`src/rtl/core/hsv2rgb_pkg.sv`:
```
// ----------------------------------------------------------------------------
// hsv2rgb_pkg
// Shared widths, constants and the divide-by-255 helpers for HSV to RGB.
// ----------------------------------------------------------------------------
package hsv2rgb_pkg;

    localparam int IDX_W   = 10;
    localparam int HUE_W   = 16;
    localparam int CH_W    = 8;
    localparam int NUM_STG = 5;

    // slave tdata: led_index, hue, saturation, brightness_value (42 bits used)
    localparam int IN_W  = 48;
    // master tdata: out_index, red, green, blue (34 bits used)
    localparam int OUT_W = 40;

    // 255 * 65536, the full-scale product of s and the 0.16 fraction
    localparam logic [23:0] DENOM = 24'd16711680;
    localparam logic [16:0] FRAC_ONE = 17'h10000;

    // hue sectors
    localparam logic [2:0] SEC_RED_YEL   = 3'd0;
    localparam logic [2:0] SEC_YEL_GRN   = 3'd1;
    localparam logic [2:0] SEC_GRN_CYN   = 3'd2;
    localparam logic [2:0] SEC_CYN_BLU   = 3'd3;
    localparam logic [2:0] SEC_BLU_MAG   = 3'd4;

    // floor(y/255) estimate via y*257/65536; low by at most one
    function automatic logic [7:0] f_div255_est(input logic [15:0] y);
        logic [23:0] m;
        m = 24'(y) * 24'd257;
        return m[23:16];
    endfunction

    // one compare-and-step correction of the estimate
    function automatic logic [7:0] f_div255_fix(input logic [15:0] y, input logic [7:0] qe);
        logic [15:0] rem;
        rem = y - 16'(qe) * 16'd255;
        return (rem >= 16'd255) ? qe + 8'd1 : qe;
    endfunction

endpackage

```
`src/rtl/core/hsv_to_rgb_converter_unit.sv`:
```
// Each pixel passes through stage 1, stages 2 to 4 and the output register in order;
//   output valid is the valid bit of the output register.
// Throughput: one pixel per clock; a five-register pipeline with valid bits,
//   each stage advances when it is empty or the next stage moves.
// Output stalls back up only as far as the pipeline is full.
// Reset (synchronous, active low) clears the valid bits; data registers are not reset.
// ----------------------------------------------------------------------------
// hsv_to_rgb_converter_unit
// Six-sector HSV to RGB conversion with exact fixed-point divides by 255.
// ----------------------------------------------------------------------------
module hsv_to_rgb_converter_unit (
    input  logic                          i_clk,
    input  logic                          i_rst_n,
    input  logic                          i_s_axis_tvalid,
    output logic                          o_s_axis_tready,
    // [9:0] led_index, [25:10] hue, [33:26] saturation, [41:34] brightness_value
    input  logic [hsv2rgb_pkg::IN_W-1:0]  i_s_axis_tdata,
    output logic                          o_m_axis_tvalid,
    input  logic                          i_m_axis_tready,
    // [9:0] out_index, [17:10] red, [25:18] green, [33:26] blue
    output logic [hsv2rgb_pkg::OUT_W-1:0] o_m_axis_tdata
);
    import hsv2rgb_pkg::*;

    logic [NUM_STG-1:0] r_vld;
    logic [NUM_STG-1:0] w_rdy;

    // stage 1
    logic [IDX_W-1:0] r_s1_idx;
    logic [2:0]       r_s1_sec;
    logic [15:0]      r_s1_f;
    logic [15:0]      r_s1_pp;
    logic [CH_W-1:0]  r_s1_s, r_s1_v;
    // stage 2
    logic [IDX_W-1:0] r_s2_idx;
    logic [2:0]       r_s2_sec;
    logic [23:0]      r_s2_fs;
    logic [24:0]      r_s2_gs;
    logic [15:0]      r_s2_pp;
    logic [7:0]       r_s2_pe;
    logic [CH_W-1:0]  r_s2_v;
    // stage 3
    logic [IDX_W-1:0] r_s3_idx;
    logic [2:0]       r_s3_sec;
    logic [31:0]      r_s3_mq, r_s3_mt;
    logic [CH_W-1:0]  r_s3_p, r_s3_v;
    // stage 4
    logic [IDX_W-1:0] r_s4_idx;
    logic [2:0]       r_s4_sec;
    logic [15:0]      r_s4_yq, r_s4_yt;
    logic [7:0]       r_s4_qe, r_s4_te;
    logic [CH_W-1:0]  r_s4_p, r_s4_v;
    // output stage
    logic [IDX_W-1:0] r_o_idx;
    logic [CH_W-1:0]  r_o_red, r_o_grn, r_o_blu;

    // input unpack
    logic [IDX_W-1:0] w_idx;
    logic [HUE_W-1:0] w_hue;
    logic [CH_W-1:0]  w_sat, w_val;
    logic [18:0]      w_six;

    logic [IDX_W-1:0] n_s1_idx;
    logic [2:0]       n_s1_sec;
    logic [15:0]      n_s1_f, n_s1_pp;
    logic [23:0]      n_s2_fs;
    logic [24:0]      n_s2_gs;
    logic [7:0]       n_s2_pe;
    logic [24:0]      w_xt;
    logic [23:0]      w_xq;
    logic [31:0]      n_s3_mq, n_s3_mt;
    logic [CH_W-1:0]  n_s3_p;
    logic [7:0]       n_s4_qe, n_s4_te;
    logic [CH_W-1:0]  n_q, n_t;
    logic [CH_W-1:0]  n_o_red, n_o_grn, n_o_blu;

    // stage k moves when it is empty or stage k+1 moves
    always_comb begin
        w_rdy[NUM_STG-1] = !r_vld[NUM_STG-1] || i_m_axis_tready;
        for (int k = NUM_STG - 2; k >= 0; k--) begin
            w_rdy[k] = !r_vld[k] || w_rdy[k+1];
        end
    end

    assign o_s_axis_tready = w_rdy[0];
    assign o_m_axis_tvalid = r_vld[NUM_STG-1];
    assign o_m_axis_tdata  = {6'd0, r_o_blu, r_o_grn, r_o_red, r_o_idx};

    always_comb begin
        w_idx = i_s_axis_tdata[9:0];
        w_hue = i_s_axis_tdata[25:10];
        w_sat = i_s_axis_tdata[33:26];
        w_val = i_s_axis_tdata[41:34];
        w_six = 19'(w_hue) * 19'd6;
        n_s1_idx = w_idx;
        n_s1_sec = w_six[18:16];
        n_s1_f   = w_six[15:0];
        n_s1_pp  = 16'(w_val) * (16'd255 - 16'(w_sat));
    end

    always_comb begin
        n_s2_fs = 24'(r_s1_f) * 24'(r_s1_s);
        n_s2_gs = (25'(FRAC_ONE) - 25'(r_s1_f)) * 25'(r_s1_s);
        n_s2_pe = f_div255_est(r_s1_pp);
    end

    always_comb begin
        w_xq    = DENOM - r_s2_fs;
        w_xt    = 25'(DENOM) - r_s2_gs;
        n_s3_mq = 32'(r_s2_v) * 32'(w_xq);
        n_s3_mt = 32'(r_s2_v) * 32'(w_xt[23:0]);
        n_s3_p  = f_div255_fix(r_s2_pp, r_s2_pe);
    end

    always_comb begin
        n_s4_qe = f_div255_est(r_s3_mq[31:16]);
        n_s4_te = f_div255_est(r_s3_mt[31:16]);
    end

    always_comb begin
        n_q = f_div255_fix(r_s4_yq, r_s4_qe);
        n_t = f_div255_fix(r_s4_yt, r_s4_te);
        case (r_s4_sec)
            SEC_RED_YEL: begin
                n_o_red = r_s4_v; n_o_grn = n_t;    n_o_blu = r_s4_p;
            end
            SEC_YEL_GRN: begin
                n_o_red = n_q;    n_o_grn = r_s4_v; n_o_blu = r_s4_p;
            end
            SEC_GRN_CYN: begin
                n_o_red = r_s4_p; n_o_grn = r_s4_v; n_o_blu = n_t;
            end
            SEC_CYN_BLU: begin
                n_o_red = r_s4_p; n_o_grn = n_q;    n_o_blu = r_s4_v;
            end
            SEC_BLU_MAG: begin
                n_o_red = n_t;    n_o_grn = r_s4_p; n_o_blu = r_s4_v;
            end
            default: begin
                n_o_red = r_s4_v; n_o_grn = r_s4_p; n_o_blu = n_q;
            end
        endcase
    end

    always_ff @(posedge i_clk) begin
        if (!i_rst_n) begin
            r_vld <= '0;
        end else begin
            if (w_rdy[0]) r_vld[0] <= i_s_axis_tvalid;
            for (int k = 1; k < NUM_STG; k++) begin
                if (w_rdy[k]) r_vld[k] <= r_vld[k-1];
            end
        end
    end

    always_ff @(posedge i_clk) begin
        if (w_rdy[0]) begin
            r_s1_idx <= n_s1_idx;
            r_s1_sec <= n_s1_sec;
            r_s1_f   <= n_s1_f;
            r_s1_pp  <= n_s1_pp;
            r_s1_s   <= w_sat;
            r_s1_v   <= w_val;
        end
        if (w_rdy[1]) begin
            r_s2_idx <= r_s1_idx;
            r_s2_sec <= r_s1_sec;
            r_s2_fs  <= n_s2_fs;
            r_s2_gs  <= n_s2_gs;
            r_s2_pp  <= r_s1_pp;
            r_s2_pe  <= n_s2_pe;
            r_s2_v   <= r_s1_v;
        end
        if (w_rdy[2]) begin
            r_s3_idx <= r_s2_idx;
            r_s3_sec <= r_s2_sec;
            r_s3_mq  <= n_s3_mq;
            r_s3_mt  <= n_s3_mt;
            r_s3_p   <= n_s3_p;
            r_s3_v   <= r_s2_v;
        end
        if (w_rdy[3]) begin
            r_s4_idx <= r_s3_idx;
            r_s4_sec <= r_s3_sec;
            r_s4_yq  <= r_s3_mq[31:16];
            r_s4_yt  <= r_s3_mt[31:16];
            r_s4_qe  <= n_s4_qe;
            r_s4_te  <= n_s4_te;
            r_s4_p   <= r_s3_p;
            r_s4_v   <= r_s3_v;
        end
        if (w_rdy[4]) begin
            r_o_idx <= r_s4_idx;
            r_o_red <= n_o_red;
            r_o_grn <= n_o_grn;
            r_o_blu <= n_o_blu;
        end
    end

    // an empty output register means the whole chain can move
    a_ready_when_out_empty: assert property (@(posedge i_clk) disable iff (!i_rst_n)
        !r_vld[NUM_STG-1] |-> o_s_axis_tready)
        else $error("input stalled with empty output stage");

    // corrected p never exceeds v
    a_p_bounded: assert property (@(posedge i_clk) disable iff (!i_rst_n)
        r_vld[2] |-> (r_s3_p <= r_s3_v))
        else $error("p above value");

    // corrected q and t never exceed v
    a_qt_bounded: assert property (@(posedge i_clk) disable iff (!i_rst_n)
        r_vld[3] |-> ((n_q <= r_s4_v) && (n_t <= r_s4_v)))
        else $error("q or t above value");

    // a stalled output register keeps its item across the stall
    a_out_hold: assert property (@(posedge i_clk) disable iff (!i_rst_n)
        (r_vld[NUM_STG-1] && !i_m_axis_tready) |=> r_vld[NUM_STG-1])
        else $error("output item lost during stall");

endmodule

```
`config.mk`:
```
export PLATFORM = sky130hd
export DESIGN_NAME = hsv_to_rgb_converter_unit
export DESIGN_NICKNAME = d
export VERILOG_FILES = /design/src/rtl/core/hsv2rgb_pkg.sv /design/src/rtl/core/hsv_to_rgb_converter_unit.sv
export SDC_FILE = /design/constraint.sdc
export NUM_CORES = 2
export LEC_CHECK = 0
export ABC_AREA = 1
export BUFFER_PORTS_ARGS = -buffer_cell sky130_fd_sc_hd__buf_2
export CORE_ASPECT_RATIO = 1.5
export CORE_UTILIZATION = 46
export DETAILED_ROUTE_END_ITERATION = 16
export PLACE_DENSITY = 0.59
export SYNTH_ARGS = -nofsm -noshare
export SYNTH_HDL_FRONTEND = slang
export SYNTH_SLANG_ARGS = --single-unit
```
`constraint.sdc`:
```
create_clock -name i_clk -period 9.25 [get_ports i_clk]
set_input_delay 1.3875 -clock i_clk [delete_from_list [all_inputs] [get_ports i_clk]]
set_output_delay 1.3875 -clock i_clk [all_outputs]
set_load 0.02 [all_outputs]
```
* Word level (Yosys, flattened, before mapping) *
Cells that the tools add are included.

cells by class
  add/sub/neg operators = 10
  $mul = 12
  $lt $le $gt $ge = 3
  equal/unequal tests = 4
  muxes and demuxes = 6
  reduce and logical (&&, ||, !) cells = 15

operator list
  cell                      count
  $mul A16 B9 Y24 const B   3
  $pmux W8 S3               3
  $mul A8 B24 Y32           2
  $ge A16 B8 Y1 const B     3
  $mul A8 B8 Y16 const B    3
  $sub A16 B16 Y16          3
  $sub A24 B24 Y24 const A  2
  $add A8 B1 Y8 const B     3
  $mul A18 B9 Y24           1
  $mux W8                   3
  $mul A15 B8 Y23           1
  $mul A16 B2 Y18 const B   1
  $sub A17 B16 Y18 const A  1
  $mul A9 B9 Y16            1
  $sub A8 B8 Y9 const A     1
  $reduce_or A2 Y1          4
  $eq A3 B2 Y1 const B      2
  $logic_not A1 Y1          5
  $logic_or A1 B1 Y1        5
  $eq A3 B1 Y1 const B      1
  $eq A3 B3 Y1 const B      1
  $logic_not A3 Y1          1

word-level totals
  flip-flop bits (word level) = 362
  input bits = 52
  word-level logic and storage cells = 86

* Longest topological paths before layout *
  depth in word-level cells = 6
  depth in mapped cells = 32

* Least setup slack after synthesis *
OpenSTA, ideal clock, no wires.

  path kind = input -> output
  start = in i_m_axis_tready
  end = out o_s_axis_tready
  data arrival time = 6803 ps
  data required time = 7863 ps
  slack = 1060 ps
  stages = 8
  path through = nor2_1 -> inv_1 -> nor2_1 -> inv_1 -> nor2_1 -> inv_1 -> nor2_1 -> nand2_1

between the ends
  cells in the longest elaborated chain, start to end = 5

RTL lines
  element                          RTL line                         text
  start: declaration               hsv_to_rgb_converter_unit.sv:19  input logic i_m_axis_tready,
  $logic_or A1 B1 Y1               hsv_to_rgb_converter_unit.sv:79  w_rdy[NUM_STG-1] = !r_vld[NUM_STG-1] || i_m_axis_tready;
  named net w_rdy[4]               hsv_to_rgb_converter_unit.sv:26  logic [NUM_STG-1:0] w_rdy;
  $logic_or A1 B1 Y1               hsv_to_rgb_converter_unit.sv:81  w_rdy[k] = !r_vld[k] || w_rdy[k+1];
  named net w_rdy[3]               hsv_to_rgb_converter_unit.sv:26
  $logic_or A1 B1 Y1               hsv_to_rgb_converter_unit.sv:81
  named net w_rdy[2]               hsv_to_rgb_converter_unit.sv:26
  $logic_or A1 B1 Y1 (2 in a row)  hsv_to_rgb_converter_unit.sv:81
  end: declaration                 hsv_to_rgb_converter_unit.sv:15  output logic o_s_axis_tready,

The timed path passes the listed nets, and every way through them passes these cells.

==> impl_metrics.tcl <==
set metrics [dict create \
    die_area_mm2 0.09387 \
    hold_path_depth 0 \
    drt_iter0_drc 1377 \
    dr_total_vias 31220 \
    worst_ep_arrival_time_ns 6.83 \
    fp.dieW_um 250.5 \
    worstSetupPathType "reg2reg" \
    netlist_area_mm2 0.04261 \
    grt_max_degree 83 \
    core_area_mm2 0.09172 \
    synth_cell_types 56 \
    pin_count 94 \
    dp_hpwl_um 80170 \
    syn_inst 4930 \
    skew_ns 0.04122 \
    cp.required_ns 9.55 \
    slew_headroom_pct 22.30 \
    start_util_pct 46.46 \
    synth-edff-count 322 \
    synth_top_area_share_pct 27.06 \
    worstPathMaxFanout 10 \
    cp-end-kind "flip-flop" \
    syn2layout_area_growth_pct 6.971 \
    synth_seq_cells 327 \
    via_per_inst 5.038 \
    grt_pass1_wl_um 158500 \
    wl_per_cell_um 15.41 \
    placed_cells 6128 \
    antenna_found_initial 1 \
    setup_violations 0 \
    finalHoldViolCount 0 \
    worst_slew_pin_slew_ns 1.157 \
    cts_resized 0 \
    async_flop_share_pct 0 \
    finalNonFillerCells 6197 \
    yosysWarnings 0 \
    grt_usage_pct 20.93 \
    fp.dieH_um 374.7 \
    drv_slew 0 \
    period_needed_ns 6.539 \
    htree_levels 2 \
    tns_ns 0 \
    fmax_mhz 152.9 \
    clock_path_buffers 3 \
    cts_buffers 37 \
    totalWireLength_um 95470 \
    drive_above_1_share_pct 4.600 \
    cts_tree "done" \
    layout_common_cells "inv_1 (1154), nand2_1 (916), fa_1 (576)" \
    place_congestion 0.9133 \
    crit_path_start_kind "flip-flop" \
    clock-sinks 327 \
    grt_pass1_vias 32740 \
    synth_flop_cell "edfxtp_1" \
    yosysTopAreaCell "fa_1" \
    cts_hold_buffers 0 \
    min_path_type "reg2reg" \
    firstDrtPassIters 5 \
    ys_top_cells_by_area "fa_1 (27%), edfxtp_1 (23%), ha_1 (13%), inv_1 (10%), nand2_1 (8.1%)" \
    postRouteAntennaNets 0 \
    maxCapViolations 0 \
    syn_avg_cell_area_um2 8.643 \
    finalCritPeriodShare_pct 70.69 \
    clock_latency_ns 0.59 \
    route.detailed.drc 0 \
    reg2reg_depth 26 \
    numPortBuffers 81 \
    cts.clk_slew.worst_paths_ns 0.06 \
    layout_commonest_cell "inv_1" \
    rsz0062_at_grt "no" \
    ys_seq_area_share_pct 22.93 \
    post-cts-setup-buffers 0 \
    status "complete, no violations" \
    row_count 136 \
    grt.overflow.total 0 \
    final_nets 6070 \
    clock-root-buffer "clkbuf_16" \
]
==> metrics by stage <==
stage               hold slack, ns  cell area, µm²  utilization, %  setup WS, ns
detailed placement          0.4045           44330           48.34         2.722
global route                0.4182           45570           49.69         2.206
global placement            0.4016           44330           48.34         2.747
floorplan                   0.4003           42630               -         1.060
CTS                         0.4148           45570           49.69         2.667
finish                      0.4120           45580           49.69         2.711
==> flip-flops by register name, summed over array words and instances (netlist names), 10 cells and up <==
name	cells
r_o_idx	10
r_s1_f	15
r_s1_idx	10
r_s1_pp	16
r_s2_fs	22
r_s2_gs	23
r_s2_idx	10
r_s2_pp	16
r_s3_idx	10
r_s3_mq	16
r_s3_mt	16
r_s4_idx	10
r_s4_yq	16
r_s4_yt	16
==> worst max-delay path, stage by stage, from the launching register on <==
cell and delay [ns]:
edfxtp_1 0.60, inv_1 0.20, ha_1 0.24, nand4_1 0.16, nor2_1 0.29, nand2_1 0.20
nor2_1 0.20, nand3_1 0.14, nand2_1 0.10, inv_1 0.06, nand2_1 0.06, nand2_1 0.11
inv_1 0.17, nand2_1 0.10, fa_1 0.55, inv_1 0.06, fa_1 0.44, fa_1 0.53
fa_1 0.41, ha_1 0.37, a21oi_1 0.21, inv_1 0.06, a31oi_1 0.28, o21ai_0 0.19
a221oi_1 0.26, nand2_1 0.10, xor2_1 0.15
==> per-layer routing <==
metal / wire, µm / vias up / global-route usage [%]
met5: 0 / - / 0
met4: 3993 / 0 / 8.797
li1: - / 15380 / -
met1: 38000 / 15100 / 23.43
met2: 50590 / 552 / 39.98
met3: 2886 / 191 / 1.985
==> cell type report <==
cell class                      count  area [µm²]
Clock inverter                     28       306.5
Timing Repair Buffer              107       600.6
Clock buffer                       39       933.4
Antenna cell                        2       5.005
Tap cell                         1173        1468
Inverter                         1171        4398
Fill cell                        8830       46140
Multi-Input combinational cell   3350       28100
Sequential cell                   327        9769
==> cell usage after synthesis (12+ instances only) <==
master	instances
inv_1	1157
nand2_1	917
fa_1	576
nor2_1	500
ha_1	448
edfxtp_1	322
nand3_1	195
a21oi_1	182
xor2_1	104
o21ai_0	93
nand4_1	84
clkbuf_1	69
xnor2_1	45
nor3_1	33
or2_2	13
a31oi_1	12
nor4_1	12
==> cell families (layout without fill, tap and decap cells) <==
kind of cell               Yosys count  count (layout)  share of synthesized area, %
and+or+nand+nor                   1811            1811                         17.85
buffers and inverters             1258            1345                         11.19
adders and majority gates         1024            1024                         40.22
AOI/OAI and AO/OA                  359             359                         4.704
DFF                                327             327                         22.93
xor gates and xnor gates           150             150                         3.101
other                                1               8                      0.008801
==> final timing paths <==
path	endpoint	slack [ns]	startpoint
min reg2reg	r_s2_v[3]$_DFFE_PP_	0.41	r_s1_v[3]$_DFFE_PP_
min	r_s2_v[3]$_DFFE_PP_	0.41	r_s1_v[3]$_DFFE_PP_
max reg2reg	r_s3_mq[31]$_DFFE_PP_	2.71	r_s2_gs[1]$_DFFE_PP_
max	r_s3_mq[31]$_DFFE_PP_	2.71	r_s2_gs[1]$_DFFE_PP_
Power is left out: the tool's default activity adds up to more than one toggle a clock period on the data nets, which glitch-free logic cannot reach.
